==> src/rtl/core/csnap_pkg.sv <==
// shared types and constants for the clock snapshot translator
package csnap_pkg;

   // default sizing
   localparam int NUM_DOMAINS_DEF = 8;
   localparam int TABLE_DEPTH_DEF = 64;

   // field widths fixed by the interface
   localparam int TIME_W = 64;
   localparam int DOM_FIELD_W = 3;

   // item kinds
   localparam logic KIND_SYNC    = 1'b0;
   localparam logic KIND_CONVERT = 1'b1;

   // result status codes
   typedef enum logic [2:0] {
      ST_STORED     = 3'd0,
      ST_TRACE_BACK = 3'd1,
      ST_MONO_BACK  = 3'd2,
      ST_CONVERTED  = 3'd3,
      ST_EMPTY      = 3'd4,
      ST_FULL       = 3'd5
   } status_type;

   // input item
   typedef struct packed {
      logic                     kind;
      logic [DOM_FIELD_W-1:0]   domain;
      logic signed [TIME_W-1:0] clock_time;
      logic signed [TIME_W-1:0] trace_time;
   } req_type;

   // result item
   typedef struct packed {
      status_type               status;
      logic signed [TIME_W-1:0] converted_time;
   } rsp_type;

endpackage

==> src/rtl/core/csnap_ctrl.sv <==
// sequencer: entry counts, binary search, append and conversion arithmetic
module csnap_ctrl #(
   parameter int NUM_DOMAINS = csnap_pkg::NUM_DOMAINS_DEF,
   parameter int TABLE_DEPTH = csnap_pkg::TABLE_DEPTH_DEF,
   parameter int ADDR_W      = $clog2(NUM_DOMAINS * TABLE_DEPTH)
) (
   input  logic                                   clock,
   input  logic                                   reset,
   input  logic                                   start,
   output logic                                   busy,
   input  csnap_pkg::req_type                     req_data,
   input  logic [csnap_pkg::DOM_FIELD_W-1:0]      mono_domain,
   output logic                                   rsp_valid,
   output csnap_pkg::rsp_type                     rsp_data,
   output logic [ADDR_W-1:0]                      mem_addr,
   output logic                                   mem_rd_en,
   output logic                                   mem_wr_en,
   output logic [csnap_pkg::TIME_W-1:0]           mem_wclock,
   output logic [csnap_pkg::TIME_W-1:0]           mem_wtrace,
   input  logic [csnap_pkg::TIME_W-1:0]           clk_rdata,
   input  logic [csnap_pkg::TIME_W-1:0]           trc_rdata
);
   import csnap_pkg::*;

   localparam int DOM_W = (NUM_DOMAINS > 1) ? $clog2(NUM_DOMAINS) : 1;
   localparam int IDX_W = $clog2(TABLE_DEPTH);
   localparam int CNT_W = $clog2(TABLE_DEPTH + 1);

   typedef enum logic [5:0] {
      S_IDLE   = 6'b000001,
      S_LOOK   = 6'b000010,
      S_CHECK  = 6'b000100,
      S_SEARCH = 6'b001000,
      S_DIFF   = 6'b010000,
      S_SUM    = 6'b100000
   } state_type;

   state_type         state_ff, state_in;
   req_type           req_ff, req_in;
   logic [CNT_W-1:0]  count_ff [NUM_DOMAINS];
   logic [CNT_W-1:0]  lo_ff, lo_in;
   logic [CNT_W-1:0]  hi_ff, hi_in;
   logic [CNT_W-1:0]  mid_ff, mid_in;
   logic [TIME_W-1:0] diff_ff, diff_in;
   logic [TIME_W-1:0] trace_ff, trace_in;
   logic              rsp_valid_ff, rsp_valid_in;
   rsp_type           rsp_ff, rsp_in;

   logic [DOM_W-1:0]  dom_idx;
   logic              dom_ok;
   logic [CNT_W-1:0]  cnt;
   logic [CNT_W-1:0]  last_idx;
   logic              is_mono;
   logic [ADDR_W-1:0] base;
   logic [IDX_W-1:0]  mem_idx;
   logic              cnt_we;
   logic [CNT_W-1:0]  cnt_wval;
   logic              go_right;
   logic [CNT_W-1:0]  lo_n, hi_n, mid_n, sel;
   logic              search_more;
   logic              trace_back;
   logic              clock_back;

   // table selection for the held item
   assign dom_idx  = DOM_W'(req_ff.domain);
   assign dom_ok   = {{(32 - DOM_FIELD_W){1'b0}}, req_ff.domain} < 32'(NUM_DOMAINS);
   assign cnt      = dom_ok ? count_ff[dom_idx] : '0;
   assign last_idx = cnt - CNT_W'(1);
   assign is_mono  = (req_ff.domain == mono_domain);
   assign base     = ADDR_W'(ADDR_W'(dom_idx) * ADDR_W'(TABLE_DEPTH));
   assign mem_addr = ADDR_W'(base + ADDR_W'(mem_idx));

   // checks against the last stored pair
   assign trace_back = (req_ff.trace_time <= $signed(trc_rdata));
   assign clock_back = (req_ff.clock_time <= $signed(clk_rdata));

   // one search step: sync counts pairs below the key, convert pairs at or below
   always_comb begin
      if (req_ff.kind == KIND_SYNC) begin
         go_right = ($signed(clk_rdata) < req_ff.clock_time);
      end else begin
         go_right = ($signed(clk_rdata) <= req_ff.clock_time);
      end
      lo_n        = go_right ? CNT_W'(mid_ff + CNT_W'(1)) : lo_ff;
      hi_n        = go_right ? hi_ff : mid_ff;
      mid_n       = CNT_W'(lo_n + ((hi_n - lo_n) >> 1));
      search_more = (lo_n < hi_n);
      sel         = (lo_n != '0) ? CNT_W'(lo_n - CNT_W'(1)) : '0;
   end

   assign mem_wclock = req_ff.clock_time;
   assign mem_wtrace = req_ff.trace_time;

   // next state and datapath
   always_comb begin
      state_in     = state_ff;
      req_in       = req_ff;
      lo_in        = lo_ff;
      hi_in        = hi_ff;
      mid_in       = mid_ff;
      diff_in      = diff_ff;
      trace_in     = trace_ff;
      rsp_valid_in = 1'b0;
      rsp_in       = rsp_ff;
      mem_idx      = '0;
      mem_rd_en    = 1'b0;
      mem_wr_en    = 1'b0;
      cnt_we       = 1'b0;
      cnt_wval     = '0;

      case (state_ff)
         S_IDLE: begin
            if (start) begin
               req_in   = req_data;
               state_in = S_LOOK;
            end
         end

         S_LOOK: begin
            if (!dom_ok) begin
               rsp_valid_in = 1'b1;
               rsp_in       = '{status: (req_ff.kind == KIND_SYNC) ? ST_FULL : ST_EMPTY,
                                converted_time: '0};
               state_in     = S_IDLE;
            end else if (req_ff.kind == KIND_SYNC) begin
               if (cnt == '0) begin
                  // first pair of an empty table
                  mem_wr_en    = 1'b1;
                  cnt_we       = 1'b1;
                  cnt_wval     = CNT_W'(1);
                  rsp_valid_in = 1'b1;
                  rsp_in       = '{status: ST_STORED, converted_time: '0};
                  state_in     = S_IDLE;
               end else begin
                  mem_idx   = last_idx[IDX_W-1:0];
                  mem_rd_en = 1'b1;
                  state_in  = S_CHECK;
               end
            end else begin
               if (cnt == '0) begin
                  rsp_valid_in = 1'b1;
                  rsp_in       = '{status: ST_EMPTY, converted_time: '0};
                  state_in     = S_IDLE;
               end else begin
                  lo_in     = '0;
                  hi_in     = cnt;
                  mid_in    = cnt >> 1;
                  mem_idx   = IDX_W'(cnt >> 1);
                  mem_rd_en = 1'b1;
                  state_in  = S_SEARCH;
               end
            end
         end

         S_CHECK: begin
            if (trace_back) begin
               rsp_valid_in = 1'b1;
               rsp_in       = '{status: ST_TRACE_BACK, converted_time: '0};
               state_in     = S_IDLE;
            end else if (clock_back) begin
               if (is_mono) begin
                  rsp_valid_in = 1'b1;
                  rsp_in       = '{status: ST_MONO_BACK, converted_time: '0};
                  state_in     = S_IDLE;
               end else begin
                  // find how many pairs survive the rollback
                  lo_in     = '0;
                  hi_in     = cnt;
                  mid_in    = cnt >> 1;
                  mem_idx   = IDX_W'(cnt >> 1);
                  mem_rd_en = 1'b1;
                  state_in  = S_SEARCH;
               end
            end else if (cnt >= CNT_W'(TABLE_DEPTH)) begin
               rsp_valid_in = 1'b1;
               rsp_in       = '{status: ST_FULL, converted_time: '0};
               state_in     = S_IDLE;
            end else begin
               mem_idx      = cnt[IDX_W-1:0];
               mem_wr_en    = 1'b1;
               cnt_we       = 1'b1;
               cnt_wval     = CNT_W'(cnt + CNT_W'(1));
               rsp_valid_in = 1'b1;
               rsp_in       = '{status: ST_STORED, converted_time: '0};
               state_in     = S_IDLE;
            end
         end

         S_SEARCH: begin
            lo_in  = lo_n;
            hi_in  = hi_n;
            mid_in = mid_n;
            if (search_more) begin
               mem_idx   = mid_n[IDX_W-1:0];
               mem_rd_en = 1'b1;
            end else if (req_ff.kind == KIND_SYNC) begin
               // drop the tail and append in its place
               mem_idx      = lo_n[IDX_W-1:0];
               mem_wr_en    = 1'b1;
               cnt_we       = 1'b1;
               cnt_wval     = CNT_W'(lo_n + CNT_W'(1));
               rsp_valid_in = 1'b1;
               rsp_in       = '{status: ST_STORED, converted_time: '0};
               state_in     = S_IDLE;
            end else begin
               mem_idx   = sel[IDX_W-1:0];
               mem_rd_en = 1'b1;
               state_in  = S_DIFF;
            end
         end

         S_DIFF: begin
            diff_in  = req_ff.clock_time - clk_rdata;
            trace_in = trc_rdata;
            state_in = S_SUM;
         end

         S_SUM: begin
            rsp_valid_in = 1'b1;
            rsp_in       = '{status: ST_CONVERTED, converted_time: trace_ff + diff_ff};
            state_in     = S_IDLE;
         end

         default: begin
            state_in = S_IDLE;
         end
      endcase
   end

   // control registers
   always_ff @(posedge clock) begin
      if (reset) begin
         state_ff     <= S_IDLE;
         rsp_valid_ff <= 1'b0;
      end else begin
         state_ff     <= state_in;
         rsp_valid_ff <= rsp_valid_in;
      end
   end

   // per-domain fill counts
   always_ff @(posedge clock) begin
      if (reset) begin
         for (int i = 0; i < NUM_DOMAINS; i++) begin
            count_ff[i] <= '0;
         end
      end else if (cnt_we) begin
         count_ff[dom_idx] <= cnt_wval;
      end
   end

   // payload registers
   always_ff @(posedge clock) begin
      req_ff   <= req_in;
      lo_ff    <= lo_in;
      hi_ff    <= hi_in;
      mid_ff   <= mid_in;
      diff_ff  <= diff_in;
      trace_ff <= trace_in;
      rsp_ff   <= rsp_in;
   end

   assign busy      = (state_ff != S_IDLE);
   assign rsp_valid = rsp_valid_ff;
   assign rsp_data  = rsp_ff;

endmodule

==> config.mk <==
export PLATFORM = sky130hd
export DESIGN_NAME = csnap_ctrl
export DESIGN_NICKNAME = d
export VERILOG_FILES = /design/src/rtl/core/csnap_pkg.sv /design/src/rtl/core/csnap_ctrl.sv
export SDC_FILE = /design/constraint.sdc
export NUM_CORES = 1
export LEC_CHECK = 0
export BUFFER_PORTS_ARGS = -buffer_cell sky130_fd_sc_hd__buf_4
export CAP_MARGIN = 10
export CORE_ASPECT_RATIO = 1.25
export CORE_UTILIZATION = 52
export CTS_BUF_LIST = sky130_fd_sc_hd__clkbuf_16
export DETAILED_ROUTE_END_ITERATION = 10
export HOLD_SLACK_MARGIN = 0.02
export PLACE_DENSITY = 0.78
export SKIP_LAST_GASP = 1
export SLEW_MARGIN = 20
export SYNTH_ARGS = -nofsm -noshare
export SYNTH_HDL_FRONTEND = slang
export SYNTH_SLANG_ARGS = --single-unit
==> constraint.sdc <==
create_clock -name clock -period 11.1 [get_ports clock]
set_input_delay 3.33 -clock clock [delete_from_list [all_inputs] [get_ports clock]]
set_output_delay 3.33 -clock clock [all_outputs]
set_load 0.05 [all_outputs]
=== After elaboration in Yosys (flattened, before gate mapping) ===
Memory sizes are Yosys's and may differ from the RTL's. A register that Yosys moved wholly into a read port is not among the register bits.
Index checks and enable logic that the tools add are counted.

* Add/subtract/negate cells: 10
* Order comparisons: 6
* Equal/unequal tests: 18
* Mux-type cells: 88
* Reductions and logical operators: 9

{| class="wikitable"
|+ Operators with widths
! operator !! number
|-
| $mux W67 || 9
|-
| $pmux W67 S4 || 1
|-
| $le A64 B64 Y1 || 3
|-
| $mux W7 || 23
|-
| $mux W6 || 15
|-
| $pmux W7 S3 || 4
|-
| $add A64 B64 Y64 || 1
|-
| $lt A64 B64 Y1 || 1
|-
| $sub A64 B64 Y64 || 1
|-
| $pmux W6 S5 || 1
|-
| $mux W1 || 25
|-
| $add A7 B1 Y7 const B || 3
|-
| $ne A2 B2 Y1 const B || 9
|-
| $pmux W6 S3 || 1
|-
| $sub A6 B1 Y6 const B || 2
|-
| $add A9 B6 Y9 || 1
|-
| $mux W3 || 3
|-
| $mux W4 || 2
|-
| $add A7 B6 Y7 || 1
|-
| $ge A7 B7 Y1 const B || 1
|-
| $logic_not A7 Y1 || 1
|-
| $lt A7 B7 Y1 || 1
|-
| $reduce_bool A7 Y1 || 1
|-
| $reduce_or A7 Y1 || 1
|-
| other kinds (18) || 20
|}

* Flip-flop bits (word level): 355
* RAM bits: 56
* Input bits: 266
* Output and inout port bits: 208
* Logic and storage cells: 145
* Memories kept: 1

{| class="wikitable"
|+ Memory list
! memory !! depth !! width !! read ports !! clocked after Yosys merged registers in !! write ports !! RTL line !! text
|-
| count_ff || 8 || 7 || 1 || 1 || 8 || csnap_ctrl.sv:40 || <nowiki>logic [CNT_W-1:0] count_ff [NUM_DOMAINS];</nowiki>
|}

=== Logic depth before layout (Yosys ltp) ===
Gate-level depths: netlist of run 1.

* Depth in word-level cells: 11
* Gate-level depth with buffers: 28
* Gate-level depth less buffers: 25

=== Least setup slack after synthesis of run 1 ===
Ideal clock, no wire load.

* Kind: input to output
* Start: input clk_rdata[40] (netlist name)
* End: output mem_addr[5]
* Arrival: 8.946 ns
* Required time: 7.770 ns
* Slack: -1.176 ns
* Stages on the path: 23
* Path buffers: 3
* Cells stage by stage: ha_1 buf_2 and4_1 and4_1 nand3_2 nor4_2 nor4b_4 a221oi_2 nor2_1 buf_4 buf_1 o21ai_0 ha_1 a31oi_1 nand3_2 a21oi_2 xnor2_1 ha_1 a41o_1 a211oi_1 o21ai_0 xnor2_1 o21ai_0

* Cells in the longest elaborated chain, start to end: 9
* Elaborated cells on any way between the ends: 18
* Classes of those cells: 4 x add/sub; 4 x order compare; 9 x mux; 1 x reduce/logical

{| class="wikitable"
|+ RTL lines
! element !! RTL line !! text
|-
| from (decl) || csnap_ctrl.sv:20 || <nowiki>input logic [csnap_pkg::TIME_W-1:0] clk_rdata,</nowiki>
|-
| branches (longest 7 deep; another with $lt A64 B64 Y1) || n/a ||
|-
| $pmux W6 S3 (*) || csnap_ctrl.sv:111 || <nowiki>case (state_ff)</nowiki>
|-
| $add A9 B6 Y9 (*) || csnap_ctrl.sv:71 || <nowiki>assign mem_addr = ADDR_W'(base + ADDR_W'(mem_idx));</nowiki>
|-
| to (decl) || csnap_ctrl.sv:15 || <nowiki>output logic [ADDR_W-1:0] mem_addr,</nowiki>
|}

Mark *: on every way between the ends.

=== Worst setup path after layout of run 1 ===
* Start: input clk_rdata[27] (netlist name)
* End: output mem_addr[4]

Same word-level chain as after synthesis.

==> metrics.txt, run 1 <==
VDD IR max=0.000135 V; GP Congestion=0.951; Post-DP HPWL=61.8 mm; Synth top area share=45.4%; WS Path Type=input pin to output pin; post-synthesis cell count=2536; most numerous cell in the Yosys netlist=edfxtp_1; first-pass GRT wire length=118 mm; outcome=complete, but fails checks; CTS tree=built; Final Skew=0.0144 ns; post-layout util=66.7%; initial antenna violation count=2; clk sinks=414; number of distinct library cells after synthesis=86; Post-Route WL=77.7 mm; Final Hold Viols=0; HP Class=flop to flop; arrival time worst endpoint=8.22 ns; PortBufs=473; post-synthesis sequential area ratio=46.1%; Initial Util=52.9%; final global-route overflow total=0; Post-route DRC=0; vias in the first global route=21400; post-DR wirelength/cell=20.7 um; Post-Syn Area=26700 sq um; Clk Tree Root Cell=clkbuf_16; cell taking the most area after synthesis=edfxtp_1; Area Growth Syn to Fin=26.2%; endpoint class of the critical path=output pin; largest net degree at the start of global routing=79; Die Height=255 um; share of layout cells above drive strength 1=28.1%; crit path time final=11.55 ns; later-pin clock latency in the skew report=0.58 ns; Area contributors post-synth=edfxtp_1 (45%), ha_1 (13%), buf_4 (3.8%); H-tree depth=2; critical path launch point type=input pin; slack of the critical path=-0.448 ns; ANT nets after route=0; die area=52300 sq um; Die W=205 um; Avg Vias per Cell=5.62; Layout Cells excl Fill=3753; clock-pin slew on the worst setup and hold paths=0.06 ns; Pre-Repair DR Iteration Count=5; synth cell count leaders=edfxtp_1 (404), ha_1 (274), inv_1 (248), nor2_1 (223), a21oi_1 (195); syn_area_per_cell=10.5 sq um; main flop type after synthesis=edfxtp_1; design area=33700 sq um; pin slew with the least headroom to its limit=1.08 ns; DR vias=21100; Cells after DPL=3640; nets@finish=3597; Core Region=50500 sq um; boundary pin count=474; DP Area=31300 sq um; Inserted Clock Buffers=47; max-capacitance violation count=0; Max clock buf depth=3; setup_tns=-1.61 ns; row count=92; pwr dens=147 nW/um^2; total track usage=29.3%; fin crit share=104%; Final Setup Violations=5; CP Max Fanout=4; Max-slew headroom=27.7%; drt initial violations=1310; synth warn=0; max-slew violations=0; Lkg Pwr=14.8 nW; EDFF count, synth=404; Synth Register Bits=414; WP data required=7.77 ns; failing checks=setup timing; Async SR Flop Fraction=0%; Mapped Nets=3078; RSZ-0062 raised after global routing=true; fmax=86.6 MHz
## through the flow
stage               hold slack, ns  setup WS [ns]  power (mW)
global route                 0.679         -0.691        5.15
finish                       0.649         -0.448        4.96
detailed placement           0.622         -0.731        3.16
floorplan                    0.554         -0.249        2.71
CTS                          0.651         -0.383        4.95
global placement             0.626         -0.629        3.13
## sequential cells by signal, indices dropped and copies added (netlist names), named ones only
register,flops
count_ff,56
diff_ff,64
dom_idx,3
hi_ff,7
lo_ff,7
mem_wclock,64
mem_wtrace,64
mid_ff,7
req_ff,1
rsp_data,67
rsp_valid,1
state_ff,6
trace_ff,64
## routing by layer
layer	vias to the layer above	global-route usage [%]	routed length (um)
met3	176	4.17	4300
met1	10100	35.1	30700
li1	10000	-	-
met5	-	0	0
met4	0	12.7	3450
met2	769	51.8	39200
## kinds of logic (layout without fill, tap and decap cells)
kind of cell / Yosys count / after routing / synth area share [%]
flops: 414 / 414 / 46.1
fa+ha+maj: 276 / 276 / 13.0
other cells: 0 / 3 / 0
simple gates: 622 / 622 / 11.4
compound gates: 587 / 587 / 14.0
buf+inv: 445 / 1001 / 8.19
xor+xnor: 158 / 158 / 5.18
mux: 34 / 34 / 2.06
## worst paths after layout
check	startpoint	to	slack (ns)	depth (start not counted)
min reg2reg	dom_idx[2]	flop	0.65	2
min	dom_idx[2]	flop	0.65	2
max	clk_rdata[27]	mem_addr[4]	-0.45	28
max reg2reg	mem_wclock[49]	count_ff[6][6]	5.01	29
## where the power goes
group	leakage [nW]	internal (mW)	switching (mW)
Sequential	3.85	1.81	0.0595
Combinational	10.1	0.611	0.773
Clock	0.843	1.08	0.635
Total	14.8	3.50	1.47
## timing repair
item / 4_1_cts / 5_1_grt
endpoints found under the setup margin: 8 / 8
hold buffers: 0 / 0
buffers inserted: 18 / 6
pin swaps: 46 / 20
gates cloned: 0 / 1
resized for setup: 54 / 40
## final cells by class
type | count | area (sq um)
inverters | 249 | 945
clock inverters | 37 | 487
well taps | 658 | 823
flip-flops and latches | 414 | 12300
multi-input cells | 1677 | 12800
clock buffers | 49 | 1230
diodes | 3 | 7.51
fillers | 3862 | 16800
repair buffers | 666 | 5100
## cell usage in the layout (no fill, tap or decap), drive strengths merged, types with 9 or more instances in the layout
cell and count:
nand3 55, xnor2 100, mux4 15, mux2i 13
nor4 9, a21o 91, o211ai 12, nand2 122
or3 11, edfxtp 404, dfxtp 10, inv 253
nand4 37, a21oi 197, a211oi 22, a21boi 9
buf 666, o31ai 15, clkbuf 49, and3 20
and2 17, nor2b 27, xor2 58, bufinv 12
o21a 12, ha 274, nor2 231, o21bai 18
o21ai 118, clkinv 18, a31oi 15, nor3 21
nand2b 30
## worst max-delay path: stages
cell and delay, ns:
buf_4 0.11, ha_1 0.30, nand2_1 0.07, o21ai_1 0.14
buf_4 0.14, a211oi_1 0.04, buf_4 0.15, o211ai_1 0.39
nand3_4 0.20, a221oi_4 0.37, buf_4 0.16, buf_4 0.12
nor3_4 0.05, nor2_2 0.16, inv_2 0.08, ha_4 0.26
a31oi_4 0.18, nand3_2 0.12, a21oi_4 0.21, buf_6 0.12
o21bai_1 0.06, a21oi_1 0.18, xnor2_1 0.15, ha_2 0.34
xnor2_2 0.16, o21ai_1 0.07, or3_4 0.37, buf_8 0.16
Power figures use the tool's default switching activity.
==> run 2, diff against run 1 <==
Settings changed: RECOVER_POWER set to 50.
==> run 2 against run 1 <==
The flow finishes with violations (capacitance limit, slew limit, setup timing). Global-route usage unchanged. Total power is 0.38% lower. Routed wire length about the same. Largest cell class unchanged. Setup slack better by 0.0068 ns.
==> metrics.txt, run 2 (synthesis results as in run 1) <==
outcome=complete, but fails checks (unchanged); failing checks=capacitance limit, slew limit, setup timing (was setup timing); reg2reg setup slack=5.02 ns (was 5.01 ns); Pre-Repair DR Iteration Count=7 (was 5); max-capacitance violation count=4 (was 0); Final Setup Violations=5 (unchanged); setup_tns=-1.56 ns (was -1.61 ns); VDD IR max=0.000134 V (was 0.000135 V); Critical Path Source=clk_rdata[27] (unchanged); Avg Vias per Cell=5.61 (was 5.62); Final Hold Viols=0 (unchanged); # hold bufs at CTS=0 (unchanged); crit-path max cell delay=0.39 ns (about the same); later-pin clock latency in the skew report=0.58 ns (about the same); WP data required=7.77 ns (about the same); Top Family by Delay on Critical Path=compound AO/OA/AOI/OAI gates (unchanged); clk sinks=414 (unchanged); critical path's most frequent cell=buf_4 (unchanged); PortBufs=473 (unchanged); share of layout cells above drive strength 1=24.1% (was 28.1%); RSZ-0062 raised after global routing=true (unchanged); Final Skew=0.0180 ns (was 0.0144 ns); H-tree depth=2 (unchanged); CP Buf/Inv Count=8 (unchanged); Post-Route WL=77.7 mm (about the same); boundary pin count=474 (unchanged); number of flip-flops in the largest register=67 (unchanged); Inserted Clock Buffers=47 (unchanged); row count=92 (unchanged); ANT nets after route=0 (unchanged); die area=52300 sq um (unchanged); Lkg Pwr=14.3 nW (was 14.8 nW); fin crit share=104% (about the same); initial antenna violation count=6 (was 2); largest net degree at the start of global routing=79 (unchanged); hold path startpoint=dom_idx[2] (unchanged); Clk Tree Root Cell=clkbuf_16 (unchanged); vias in the first global route=21400 (unchanged); commonest non-fill, non-tap cell in the layout=edfxtp_1 (was buf_4); CP Max Fanout=4 (unchanged); arrival time worst endpoint=8.21 ns (was 8.22 ns); clock-pin slew on the worst setup and hold paths=0.06 ns (about the same); Area Growth Syn to Fin=24.5% (was 26.2%); CTS tree=built (unchanged); fmax=86.6 MHz (about the same); Core Region=50500 sq um (unchanged); HP Class=flop to flop (unchanged); FF-to-FF Start=mem_wclock[49] (unchanged); final global-route overflow total=0 (unchanged); nets@finish=3597 (unchanged); WS Path Type=input pin to output pin (unchanged); crit path time final=11.54 ns (was 11.55 ns); Die W=205 um (unchanged); GP Congestion=0.951 (unchanged); Slowest cell on crit path=o211ai_1 (unchanged); post-DR wirelength/cell=20.7 um (about the same); first-pass GRT wire length=118 mm (unchanged); slack of the critical path=-0.441 ns (was -0.448 ns); WHS Path Cells=2 (unchanged); Max-slew headroom=-163% (was 27.7%); post-layout util=65.8% (was 66.7%); Post-route DRC=0 (unchanged); DR vias=21100 (about the same); drt initial violations=1268 (was 1310); max-slew violations=237 (was 0); critical path launch point type=input pin (unchanged); pin slew with the least headroom to its limit=3.95 ns (was 1.08 ns); Layout fillers=4013 (was 3862); pwr dens=149 nW/um^2 (was 147 nW/um^2); most frequent cells in the layout=edfxtp_1 (404), buf_4 (376), ha_1 (251) (was buf_4 (641), edfxtp_1 (404), ha_1 (251)); Die Height=255 um (unchanged); R2R depth=29 (unchanged); total track usage=29.3% (unchanged); r2r endpoint=count_ff[6][6] (unchanged); endpoint class of the critical path=output pin (unchanged); Initial Util=52.9% (unchanged); Max clock buf depth=3 (unchanged); Post-DP HPWL=61.8 mm (unchanged)
[run 2: changes by cell type in the layout (fill, tap and decap cells not counted)]
cell and delta:
and2_0 +3, buf_4 -265, diode_2 +3, and2_1 -3, clkinvlp_2 +1, nor3b_1 +1
o21ai_0 +1, nor3b_2 -1, clkbuf_1 +123, clkbuf_4 +142, o21ai_1 -1, inv_6 -1
[run 2: through the flow]
step | hold slack, ns | instances | power [mW] | worst slack [ns] | area [sq um]
2_1_floorplan | 0.554 | 2536 | 2.71 | -0.249 | 26900
3_3_place_gp | 0.626 | 3640 | 3.13 | -0.629 | 31300
3_5_place_dp | 0.622 | 3640 | 3.16 | -0.731 | 31300
4_1_cts | 0.651 | 3743 | 4.95 | -0.383 | 33400
5_1_grt | 0.674 | 3754 | 5.13 | -0.691 | 33300
6_report | 0.643 | 3756 | 4.94 | -0.441 | 33300
[run 2: routing by layer]
layer | GRT usage, % | part of all wire, % | up-vias
li1 | - | - | 10000
met1 | 35.1 | 39 | 10100
met2 | 51.8 | 50 | 767
met3 | 4.17 | 5.9 | 194
met4 | 12.7 | 4.7 | 4
met5 | 0 | 0.035 | -
[run 2: power breakdown]
group          internal [mW]  leakage, nW  switching, mW
Sequential              1.81         3.85         0.0589
Clock                   1.08        0.843          0.634
Combinational          0.592         9.59          0.773
[run 2: area by class of cell]
class                   instances  area (sq um)  share of cell area (%)
flip-flops and latches        414         12300                    37.1
clock inverters                37           487                    1.46
well taps                     658           823                    2.47
clock buffers                  49          1230                    3.69
diodes                          6          15.0                  0.0451
repair buffers                666          4640                    14.0
inverters                     249           941                    2.83
multi-input cells            1677         12800                    38.5
[run 2: how the worst max path moves through the flow]
stage | to | depth (start not counted)
final | mem_addr[4] | 28
after global routing | mem_addr[4] | 28
after CTS | mem_addr[5] | 29
after detailed placement | mem_addr[4] | 28
after global placement | mem_addr[4] | 27
after floorplan | mem_addr[4] | 26
[run 2: timing repair]
item                       CTS  global route
gates resized for setup     54            40
pin swaps                   46            20
cloned                       0             1
setup endpoints to repair    8             8
setup buffers               18             6
[run 2: worst reg2reg max path, delay by kind of cell, from the launching register on]
kind | cells | cell delay (ns)
compound gates | 5 | 0.72
fa+ha+maj | 2 | 0.50
simple gates | 10 | 2.51
flops | 1 | 0.42
buf+inv | 12 | 1.57
